===== config.mk =====
export PLATFORM = sky130hd
export DESIGN_NAME = banked_memory_mapper_unit
export DESIGN_NICKNAME = d
export VERILOG_FILES = /design/src/bmm_pkg.sv /design/src/banked_memory_mapper_unit.sv /design/src/bmm_mod_unit.sv
export SDC_FILE = /design/constraint.sdc
export NUM_CORES = 1
export LEC_CHECK = 0
export BUFFER_PORTS_ARGS = -buffer_cell sky130_fd_sc_hd__buf_4
export CAP_MARGIN = 40
export CORE_MARGIN = 5
export CORE_UTILIZATION = 60
export CTS_CLUSTER_DIAMETER = 80
export CTS_CLUSTER_SIZE = 10
export DETAILED_ROUTE_END_ITERATION = 16
export PLACE_DENSITY = 0.8
export SYNTH_ARGS = -nofsm -noshare
export SYNTH_HDL_FRONTEND = slang
export SYNTH_SLANG_ARGS = --single-unit

===== constraint.sdc =====
create_clock -name clk -period 4.3 [get_ports clk]
set_input_delay 0.43 -clock clk [delete_from_list [all_inputs] [get_ports clk]]
set_output_delay 0.43 -clock clk [all_outputs]
set_load 0.005 [all_outputs]

===== src/bmm_pkg.sv =====
`timescale 1ns / 1ps

package bmm_pkg;

  localparam int DvdW = 22;
  localparam int SizeW = 23;
  localparam int PaW = 22;

  typedef struct packed {
    logic        op;
    logic [15:0] addr;
    logic [7:0]  wdata;
  } bmm_in_t;

  typedef struct packed {
    logic [2:0]     target;
    logic [PaW-1:0] phys_addr;
    logic           write_enable;
    logic [7:0]     write_data;
  } bmm_out_t;

  localparam logic OP_READ  = 1'b0;
  localparam logic OP_WRITE = 1'b1;

  localparam logic [2:0] TGT_NONE = 3'd0;
  localparam logic [2:0] TGT_CART = 3'd1;
  localparam logic [2:0] TGT_BOOT = 3'd2;
  localparam logic [2:0] TGT_SRAM = 3'd3;
  localparam logic [2:0] TGT_CRAM = 3'd4;

  localparam logic [1:0] CFG_MAP_MODE  = 2'd0;
  localparam logic [1:0] CFG_CART_SIZE = 2'd1;
  localparam logic [1:0] CFG_BOOT_SIZE = 2'd2;

  localparam logic [15:0] ADDR_SRAM_BASE = 16'hC000;
  localparam logic [15:0] ADDR_CRAM_BASE = 16'h8000;
  localparam logic [15:0] ADDR_FIXED_END = 16'd1024;
  localparam logic [15:0] ADDR_CTRL_REG  = 16'hFFFC;
  localparam logic [15:0] ADDR_BANK0_REG = 16'hFFFD;

  localparam logic [SizeW-1:0] CART_SIZE_RST = 23'd262144;
  localparam logic [SizeW-1:0] BOOT_SIZE_RST = 23'd8192;

endpackage


===== src/banked_memory_mapper_unit.sv =====
`timescale 1ns / 1ps
// System RAM, cartridge RAM, fixed-kilobyte and zero-size accesses are mapped into a
// result register, then moved to the output register; banked ROM accesses first pass
// through the bit-serial remainder unit, which retires one dividend bit per cycle over
// 22 bits. No new access is taken until the last result reaches the output register.
// Reset (synchronous, active low) restores the configuration defaults, clears the
// control and bank registers and empties the output register.

module banked_memory_mapper_unit #(
  parameter int SYS_RAM_ADDR_BITS = 13,
  parameter int ROM_ADDR_BITS     = 22
) (
  input  logic                      clk,
  input  logic                      rst_n,
  input  logic                      in_valid,
  output logic                      in_ready,
  input  bmm_pkg::bmm_in_t          in_data,
  output logic                      out_valid,
  input  logic                      out_ready,
  output bmm_pkg::bmm_out_t         out_data,
  input  logic                      cfg_we,
  input  logic [1:0]                cfg_index,
  input  logic [bmm_pkg::SizeW-1:0] cfg_wdata
);
  import bmm_pkg::*;

  localparam logic [63:0] SysMaskW = (64'd1 << SYS_RAM_ADDR_BITS) - 64'd1;
  localparam logic [63:0] RomMaskW = (64'd1 << ROM_ADDR_BITS) - 64'd1;
  localparam logic [15:0] SysMask  = SysMaskW[15:0];
  localparam logic [PaW-1:0] RomMask = RomMaskW[PaW-1:0];

  typedef enum logic [1:0] {
    ST_IDLE,
    ST_DIV,
    ST_DONE
  } state_t;

  state_t            state_r, state_nxt;
  logic              map_mode_r;
  logic [SizeW-1:0]  cart_size_r;
  logic [SizeW-1:0]  boot_size_r;
  logic [7:0]        ctrl_r, ctrl_nxt;
  logic [7:0]        bank_r [3];
  logic [7:0]        bank_nxt [3];
  bmm_out_t          res_r, res_nxt;
  logic [2:0]        rom_tgt_r, rom_tgt_nxt;
  logic              out_valid_r, out_valid_nxt;
  bmm_out_t          out_data_r, out_data_nxt;

  logic              accept;
  logic              div_start;
  logic              div_done;
  logic [PaW-1:0]    div_rem;
  logic [DvdW-1:0]   banked;
  logic [SizeW-1:0]  rom_size;
  logic [7:0]        bank_sel;
  logic [15:0]       cram_off;
  logic              load_out;

  assign in_ready = (state_r == ST_IDLE);
  assign accept   = in_valid && in_ready;
  assign rom_size = map_mode_r ? cart_size_r : boot_size_r;
  assign cram_off = in_data.addr - ADDR_CRAM_BASE;

  always_comb begin
    case (in_data.addr[15:14])
      2'd0:    bank_sel = bank_r[0];
      2'd1:    bank_sel = bank_r[1];
      default: bank_sel = bank_r[2];
    endcase
  end

  assign banked = {bank_sel, in_data.addr[13:0]};

  always_comb begin
    state_nxt   = state_r;
    res_nxt     = res_r;
    rom_tgt_nxt = rom_tgt_r;
    ctrl_nxt    = ctrl_r;
    bank_nxt    = bank_r;
    div_start   = 1'b0;
    load_out    = 1'b0;
    case (state_r)
      ST_IDLE: begin
        if (accept) begin
          res_nxt.target       = TGT_NONE;
          res_nxt.phys_addr    = '0;
          res_nxt.write_enable = 1'b0;
          res_nxt.write_data   = '0;
          rom_tgt_nxt          = map_mode_r ? TGT_CART : TGT_BOOT;
          state_nxt            = ST_DONE;
          if (in_data.addr >= ADDR_SRAM_BASE) begin
            res_nxt.target       = TGT_SRAM;
            res_nxt.phys_addr    = PaW'(in_data.addr & SysMask);
            res_nxt.write_enable = in_data.op;
            res_nxt.write_data   = in_data.op ? in_data.wdata : 8'd0;
          end else if (map_mode_r && ctrl_r[3] && in_data.addr >= ADDR_CRAM_BASE) begin
            res_nxt.target       = TGT_CRAM;
            res_nxt.phys_addr    = PaW'(cram_off);
            res_nxt.write_enable = in_data.op;
            res_nxt.write_data   = in_data.op ? in_data.wdata : 8'd0;
          end else if (map_mode_r && in_data.addr < ADDR_FIXED_END) begin
            res_nxt.target    = TGT_CART;
            res_nxt.phys_addr = PaW'(in_data.addr);
          end else if (rom_size != '0) begin
            div_start = 1'b1;
            state_nxt = ST_DIV;
          end
          if (in_data.op) begin
            if (in_data.addr == ADDR_CTRL_REG) begin
              ctrl_nxt = in_data.wdata;
            end else if (in_data.addr >= ADDR_BANK0_REG) begin
              case (in_data.addr[1:0])
                2'd1:    bank_nxt[0] = in_data.wdata;
                2'd2:    bank_nxt[1] = in_data.wdata;
                default: bank_nxt[2] = in_data.wdata;
              endcase
            end
          end
        end
      end
      ST_DIV: begin
        if (div_done) begin
          res_nxt.target    = rom_tgt_r;
          res_nxt.phys_addr = div_rem & RomMask;
          state_nxt         = ST_DONE;
        end
      end
      ST_DONE: begin
        if (!out_valid_r || out_ready) begin
          load_out  = 1'b1;
          state_nxt = ST_IDLE;
        end
      end
      default: state_nxt = ST_IDLE;
    endcase
  end

  always_comb begin
    out_valid_nxt = out_valid_r && !out_ready;
    out_data_nxt  = out_data_r;
    if (load_out) begin
      out_valid_nxt = 1'b1;
      out_data_nxt  = res_r;
    end
  end

  always_ff @(posedge clk) begin
    if (!rst_n) begin
      state_r     <= ST_IDLE;
      map_mode_r  <= 1'b0;
      cart_size_r <= CART_SIZE_RST;
      boot_size_r <= BOOT_SIZE_RST;
      ctrl_r      <= '0;
      bank_r[0]   <= '0;
      bank_r[1]   <= '0;
      bank_r[2]   <= '0;
      out_valid_r <= 1'b0;
    end else begin
      state_r     <= state_nxt;
      ctrl_r      <= ctrl_nxt;
      bank_r      <= bank_nxt;
      out_valid_r <= out_valid_nxt;
      if (cfg_we) begin
        case (cfg_index)
          CFG_MAP_MODE:  map_mode_r  <= cfg_wdata[0];
          CFG_CART_SIZE: cart_size_r <= cfg_wdata;
          CFG_BOOT_SIZE: boot_size_r <= cfg_wdata;
          default: ;
        endcase
      end
    end
    res_r      <= res_nxt;
    rom_tgt_r  <= rom_tgt_nxt;
    out_data_r <= out_data_nxt;
  end

  bmm_mod_unit u_mod (
    .clk       (clk),
    .rst_n     (rst_n),
    .start     (div_start),
    .dividend  (banked),
    .divisor   (rom_size),
    .done      (div_done),
    .remainder (div_rem)
  );

  assign out_valid = out_valid_r;
  assign out_data  = out_data_r;

endmodule


===== src/bmm_mod_unit.sv =====
`timescale 1ns / 1ps

module bmm_mod_unit (
  input  logic                      clk,
  input  logic                      rst_n,
  input  logic                      start,
  input  logic [bmm_pkg::DvdW-1:0]  dividend,
  input  logic [bmm_pkg::SizeW-1:0] divisor,
  output logic                      done,
  output logic [bmm_pkg::DvdW-1:0]  remainder
);
  import bmm_pkg::*;

  localparam int CntW = $clog2(DvdW);
  localparam logic [CntW-1:0] LastStep = CntW'(DvdW - 1);

  logic              busy_r, busy_nxt;
  logic              done_r, done_nxt;
  logic [CntW-1:0]   cnt_r, cnt_nxt;
  logic [DvdW-1:0]   dvd_r, dvd_nxt;
  logic [SizeW-1:0]  dsr_r, dsr_nxt;
  logic [SizeW-1:0]  rem_r, rem_nxt;
  logic [SizeW:0]    trial;

  // One restoring step per cycle, most significant dividend bit first.
  always_comb begin
    busy_nxt = busy_r;
    done_nxt = 1'b0;
    cnt_nxt  = cnt_r;
    dvd_nxt  = dvd_r;
    dsr_nxt  = dsr_r;
    rem_nxt  = rem_r;
    trial    = {rem_r, dvd_r[DvdW-1]};
    if (start) begin
      busy_nxt = 1'b1;
      cnt_nxt  = '0;
      dvd_nxt  = dividend;
      dsr_nxt  = divisor;
      rem_nxt  = '0;
    end else if (busy_r) begin
      if (trial >= {1'b0, dsr_r}) begin
        trial = trial - {1'b0, dsr_r};
      end
      rem_nxt = trial[SizeW-1:0];
      dvd_nxt = {dvd_r[DvdW-2:0], 1'b0};
      cnt_nxt = cnt_r + 1'b1;
      if (cnt_r == LastStep) begin
        busy_nxt = 1'b0;
        done_nxt = 1'b1;
      end
    end
  end

  always_ff @(posedge clk) begin
    if (!rst_n) begin
      busy_r <= 1'b0;
      done_r <= 1'b0;
      cnt_r  <= '0;
    end else begin
      busy_r <= busy_nxt;
      done_r <= done_nxt;
      cnt_r  <= cnt_nxt;
    end
    dvd_r <= dvd_nxt;
    dsr_r <= dsr_nxt;
    rem_r <= rem_nxt;
  end

  assign done      = done_r;
  assign remainder = rem_r[DvdW-1:0];

endmodule


Word level (Yosys, flattened, before mapping)
Cells that the tools add are included.
{"block": "classes", "bitwise": 4, "mux": 35, "n_reduce_logical": 27, "addsub": 3, "n_eq_ne": 12, "magnitude_cmp": 5}
{"op": "$mux 23", "n": 3}
{"op": "$mux 34", "n": 2}
{"op": "$mux 25", "n": 2}
{"op": "$pmux 25 s2", "n": 1}
{"op": "$ge 16x16->1 const B", "n": 3}
{"op": "$mux 22", "n": 2}
{"op": "$ge 24x23->1", "n": 1}
{"op": "$reduce_bool 23->1", "n": 1}
{"op": "$sub 23x23->23", "n": 1}
{"op": "$reduce_and 6->1", "n": 3}
{"op": "$eq 16x16->1 const B", "n": 1}
{"op": "$lt 16x11->1 const B", "n": 1}
{"op": "$mux 2", "n": 8}
{"op": "$pmux 8 s2", "n": 1}
{"op": "$sub 16x16->16 const B", "n": 1}
{"op": "$mux 1", "n": 13}
{"op": "$mux 9", "n": 1}
{"op": "$eq 2x1->1 const B", "n": 4}
{"op": "$mux 8", "n": 1}
{"op": "$reduce_and 2->1", "n": 4}
{"op": "$eq 2x2->1 const B", "n": 3}
{"op": "$logic_not 2->1", "n": 3}
{"op": "$pmux 2 s3", "n": 1}
{"op": "$reduce_and 3->1", "n": 2}
{"op": "12 further kinds", "n": 23}
{"block": "word_totals", "reg_bits": 224, "in_bits": 55}

Depth between registers and ports, before layout
{"block": "depth", "depth_word": 9, "ltp_mapped": 12, "ltp_nobuf": 11}

Modules after synthesis
From an unflattened synthesis, not the netlist that was laid out.
{"block": "hier_totals", "cells_unflattened": 976, "area_unflattened_um2": 10516.3}
{"module": "banked_memory_mapper_unit", "cells_per_inst": 536, "instances": 1, "area_each_um2": 6070.8}
{"module": "bmm_mod_unit", "cells_per_inst": 440, "instances": 1, "area_each_um2": 4445.5}

Least setup slack after synthesis
OpenSTA, ideal clock, no wires.
{"block": "synth_path", "path_kind": "register -> register", "start": "register map_mode_r", "end": "register u_mod.dvd_r[10], data pin", "required_time_ns": 4.042, "setup_time_ns": 0.258, "synth_period_minus_slack_ns": 2.917, "path_buffers": 2, "slack_ns": 1.383, "arrival_ns": 2.659, "path_stages_with_launch": 11, "path_cell_list": "dfxtp_1 > buf_6 > mux2_4 > nor3_2 > or4b_1 > or4_4 > nand3_4 > inv_4 > buf_1 > nand2_1 > nand2_1"}
{"block": "synth_between", "elab_chain_len": 9}
{"item": "start: declaration", "line": "banked_memory_mapper_unit.sv:39", "source": "logic map_mode_r;"}
{"item": "start signal: assignment", "line": "banked_memory_mapper_unit.sv:166", "source": "CFG_MAP_MODE: map_mode_r <= cfg_wdata[0];"}
{"item": "$mux 23", "line": "banked_memory_mapper_unit.sv:62", "source": "assign rom_size = map_mode_r ? cart_size_r : boot_size_r;"}
{"item": "net rom_size[5]", "line": "banked_memory_mapper_unit.sv:55", "source": "logic [SizeW-1:0] rom_size;"}
{"item": "$reduce_bool 23->1", "line": "banked_memory_mapper_unit.sv:105", "source": "end else if (rom_size != '0) begin"}
{"item": "$mux 1", "line": "banked_memory_mapper_unit.sv:105"}
{"item": "$mux 1", "line": "banked_memory_mapper_unit.sv:102", "source": "end else if (map_mode_r && in_data.addr < ADDR_FIXED_END) begin"}
{"item": "$mux 1", "line": "banked_memory_mapper_unit.sv:97", "source": "end else if (map_mode_r && ctrl_r[3] && in_data.addr >= ADDR_CRAM_BASE) begin"}
{"item": "$mux 1", "line": "banked_memory_mapper_unit.sv:92", "source": "if (in_data.addr >= ADDR_SRAM_BASE) begin"}
{"item": "$mux 1", "line": "banked_memory_mapper_unit.sv:85", "source": "if (accept) begin"}
{"item": "$mux 1", "line": "banked_memory_mapper_unit.sv:83", "source": "case (state_r)"}
{"item": "net div_start", "line": "banked_memory_mapper_unit.sv:51", "source": "logic div_start;"}
{"item": "$mux 22", "line": "bmm_mod_unit.sv:34", "source": "if (start) begin"}
{"item": "net u_mod.dvd_nxt[10]", "line": "bmm_mod_unit.sv:20", "source": "logic [DvdW-1:0] dvd_r, dvd_nxt;"}
{"item": "end signal: assignment", "line": "bmm_mod_unit.sv:64", "source": "dvd_r <= dvd_nxt;"}
{"item": "end: declaration", "line": "bmm_mod_unit.sv:20"}
The timed path passes the listed nets, and every way through them passes these cells.
A chain may end at the register's enable or synchronous reset.

Final worst setup path
{"block": "layout_path", "start": "register map_mode_r", "end": "register u_mod.dvd_r[21], enable pin"}
{"block": "layout_between", "elab_chain_len": 9}
{"item": "$mux 23", "line": "banked_memory_mapper_unit.sv:62"}
{"item": "net rom_size[5]", "line": "banked_memory_mapper_unit.sv:55"}
{"item": "$reduce_bool 23->1", "line": "banked_memory_mapper_unit.sv:105"}
{"item": "$mux 1", "line": "banked_memory_mapper_unit.sv:105"}
{"item": "$mux 1", "line": "banked_memory_mapper_unit.sv:102"}
{"item": "$mux 1", "line": "banked_memory_mapper_unit.sv:97"}
{"item": "$mux 1", "line": "banked_memory_mapper_unit.sv:92"}
{"item": "$mux 1", "line": "banked_memory_mapper_unit.sv:85"}
{"item": "$mux 1", "line": "banked_memory_mapper_unit.sv:83"}
{"item": "$reduce_bool 2->1 (no line)"}
The timed path passes the listed nets, and every way through them passes these cells.

==> flow_summary_export.csv <==
group,metric,value,unit
pwr,p_leak,4.636,nW
floorplanning,io-pin-count,91,
finish,nets,1107,
routing,vias_per_cell,5.685,
synthesis,ys.flop_type,"edfxtp_1",
floorplanning,rows,47,
routing,vias,7152,
synthesis,ys_ff_latch,220,
timing,rsz0062_at_grt,"no",
clock_network,clk_latency,0.51,ns
placed_design,io_buffers,90,
timing,tightest_slew,0.8554,ns
global_route,grt_max_degree,78,
timing,fin_tns_setup,0,ns
routing,ant_nets,0,
finish,ff_latch_area,5555,µm²
critical_path,crit_required,4.42,ns
finish,n_fill_cell,1224,
synthesis,synth_seq_area_share,0.5541,
clock_network,root_buffer,"clkbuf_16",
global_route,grt_pass1_vias,6886,
pwr,power,6.029,mW
synthesis,syn_nets,1023,
timing,setup_viol_count_final,0,
pwr,pwr_density_cell,519.1,nW/µm²
clock_network,cts_buffers,25,
timing,fin_ws,0.4950,ns
floorplanning,start_util,0.6089,
clock_network,cts_max_path_buffers,3,
floorplanning,die_w,139.3,µm
floorplanning,dieHeight,139.3,µm
synthesis,synth_edf_count,115,
clock_network,ctsHoldBuffers,0,
clock_network,postCtsSetupBuffers,0,
finish,diodes,0,
global_route,gr-total-overflow,0,
finish,syn_to_final_growth,15.85,%
routing,drt_iter0_drc,593,
synthesis,synth_cell_types,62,
synthesis,ys_top_cells_by_area,"edfxtp_1, dfxtp_1, nand2_1, mux2i_1, a21boi_0",
clock_network,cts.sinks,220,
critical_path,path_max_fanout,39,
floorplanning,core,16470,µm²
placed_design,dp_cells,1215,
finish,layoutNonFillerInstCount,1258,
global_route,antenna_found_initial,0,
critical_path,r2r_cells,8,
finish,drive_gt1_frac,0.1580,
outcome,status,"completed",
timing,period_share,0.8849,
critical_path,critPathKind,"flop to flop",
timing,max_slew_margin,0.4298,
routing,drcViolationCount,0,
critical_path,crit_path_end_kind,"flop",
routing,drtPass1Iterations,5,
clock_network,cts_resized,0,
critical_path,worst_setup_path_start_kind,"flop",
floorplanning,die_area,19390,µm²
synthesis,synth_cells,938,
pwr,vdd_ir_drop_max,0.0003255,V
timing,hold_viol,0,
timing,clock_skew,0.01106,ns
global_route,track_usage,0.2170,
synthesis,yosysTopAreaCellShare,0.3444,
clock_network,path_clk_slew,0.05,ns
synthesis,async_reset_ff_frac,0,
run,drv_cap,0,
placed_design,pre_cts_ws,0.4750,ns
critical_path,arrival,3.92,ns
global_route,grt_pass1_wl,34970,µm
synthesis,syn-cell-area,10030,µm²
timing,drv_slew,0,
synthesis,yosysTopAreaCell,"edfxtp_1",
routing,drt-total-wl,21510,µm
placed_design,place_congestion,0.9170,
clock_network,cts_tree,"yes",
hold_path,hold_class,"input port to flop",
synthesis,synth.yosys.warnings,0,
hold_path,whs_path_depth,3,
clock_network,h-tree-depth,1,
synthesis,synth_area_per_cell,10.69,µm²
timing,period_needed,3.805,ns
routing,avgRoutedWirePerCell,17.10,µm
finish,multiInputGateArea,4174,µm²
timing,max_freq,262.8,MHz
critical_path,rrSetupSlack,0.50,ns
placed_design,place_hpwl,15250,µm
cells in the mapped netlist (3+ instances only):
library cell	number
or4_1	4
nand4_1	8
nor3_1	7
a211oi_1	4
mux2_4	3
and3_1	3
a21boi_0	50
o21ai_0	47
xor2_1	11
edfxtp_1	115
inv_1	34
nand4b_1	3
nand2b_1	10
nand2_1	166
a21o_1	6
nor2_1	36
mux2_2	22
a211o_1	3
nor2b_1	33
a22oi_1	3
nand3_1	8
ha_1	29
buf_1	4
nor4_1	9
a32oi_1	8
mux2i_1	45
clkbuf_1	35
o21a_1	4
a22o_1	15
or3_1	4
a21oi_1	42
xnor2_1	10
dfxtp_1	105
and2_1	20
layout by cell type, fill, tap and decap left out, drive strengths merged, types with 5 or more instances in the layout:
master and n:
a21oi 42, nand4 8, nand2 167, mux2 25, nand2b 10, a21o 6
xor2 11, a22o 15, a32oi 8, nor3 8, buf 100, xnor2 10
nor2b 33, dfxtp 105, a21boi 50, mux2i 45, clkbuf 42, nor4 10
nand3 10, or4 5, edfxtp 115, and2 20, ha 29, o21ai 47
nor2 38, inv 36
state kept, by name, summed over array words and instances, names as in the netlist:
register / flops
u_mod.busy_r: 1
map_mode_r: 1
u_mod.dsr_r: 23
rom_tgt_r: 2
res_r: 34
bank_r: 24
state_r: 2
boot_size_r: 23
u_mod.dvd_r: 22
out_valid: 1
u_mod.done: 1
cart_size_r: 23
u_mod.cnt_r: 5
out_data: 34
u_mod.rem_r: 23
ctrl_r: 1
metal layers:
metal | global-route usage | share of wire | routed length, µm | vias up
met1 | 0.3104 | 0.46 | 9956 | 3372
met4 | 0.06643 | 0.027 | 580 | 0
met2 | 0.3417 | 0.45 | 9626 | 228
met3 | 0.03774 | 0.063 | 1351 | 47
met5 | 0 | 0 | 0 | -
li1 | - | - | - | 3505
where the power goes:
| group | switching [mW] | total, mW | internal [mW] |
|---|---|---|---|
| Clock | 0.767 | 1.85 | 1.08 |
| Sequential | 0.167 | 2.62 | 2.45 |
| Combinational | 0.905 | 1.56 | 0.659 |
| Total | 1.84 | 6.03 | 4.19 |
cells by family (layout without fill, tap and decap cells):
kind of cell             count (synthesis)  in the layout  synth area share
AND/OR/NAND/NOR                        325            325            0.1576
adder cells (fa/ha/maj)                 30             30           0.03819
AO/OA/AOI/OAI                          194            194            0.1268
buffers and inverters                   78            178           0.03083
XOR/XNOR                                21             21           0.01834
flip-flops                             220            220            0.5541
multiplexers                            70             70           0.07413
metrics by stage:
| stage | util | instance area [µm²] | hold slack (ns) |
|---|---|---|---|
| after floorplan | - | 10030 | 0.4003 |
| after global placement | 0.6595 | 10860 | 0.4010 |
| after detailed placement | 0.6630 | 10920 | 0.4045 |
| after CTS | 0.7054 | 11610 | 0.1282 |
| after global routing | 0.7054 | 11610 | 0.1441 |
| final | 0.7054 | 11610 | 0.1443 |
worst paths after layout:
path | startpoint | end
setup / recovery | map_mode_r | u_mod.dvd_r[21]
hold / removal | cfg_wdata[13] | boot_size_r[13]
setup reg to reg | map_mode_r | u_mod.dvd_r[21]
hold reg to reg | res_r[29] | out_data[29]
cell type report:
| type | instances | share of cell area |
|---|---|---|
| clock buffers | 42 | 0.05936 |
| clock inverters | 1 | 0.0007541 |
| inverters | 35 | 0.01153 |
| multi-input cells | 640 | 0.3594 |
| flip-flops and latches | 220 | 0.4783 |
| well taps | 220 | 0.02370 |
| repair buffers | 100 | 0.06700 |
critical path, stage by stage, from the launching register on:
cell and delay [ns]:
dfxtp_1 0.75, mux2_4 0.37, nor3_2 0.19, or4b_1 0.46, or4_4 0.46, nand3_4 0.11, inv_4 0.20, nor2_2 0.38
inv_1 0.48
(Power assumes the default switching activity.)
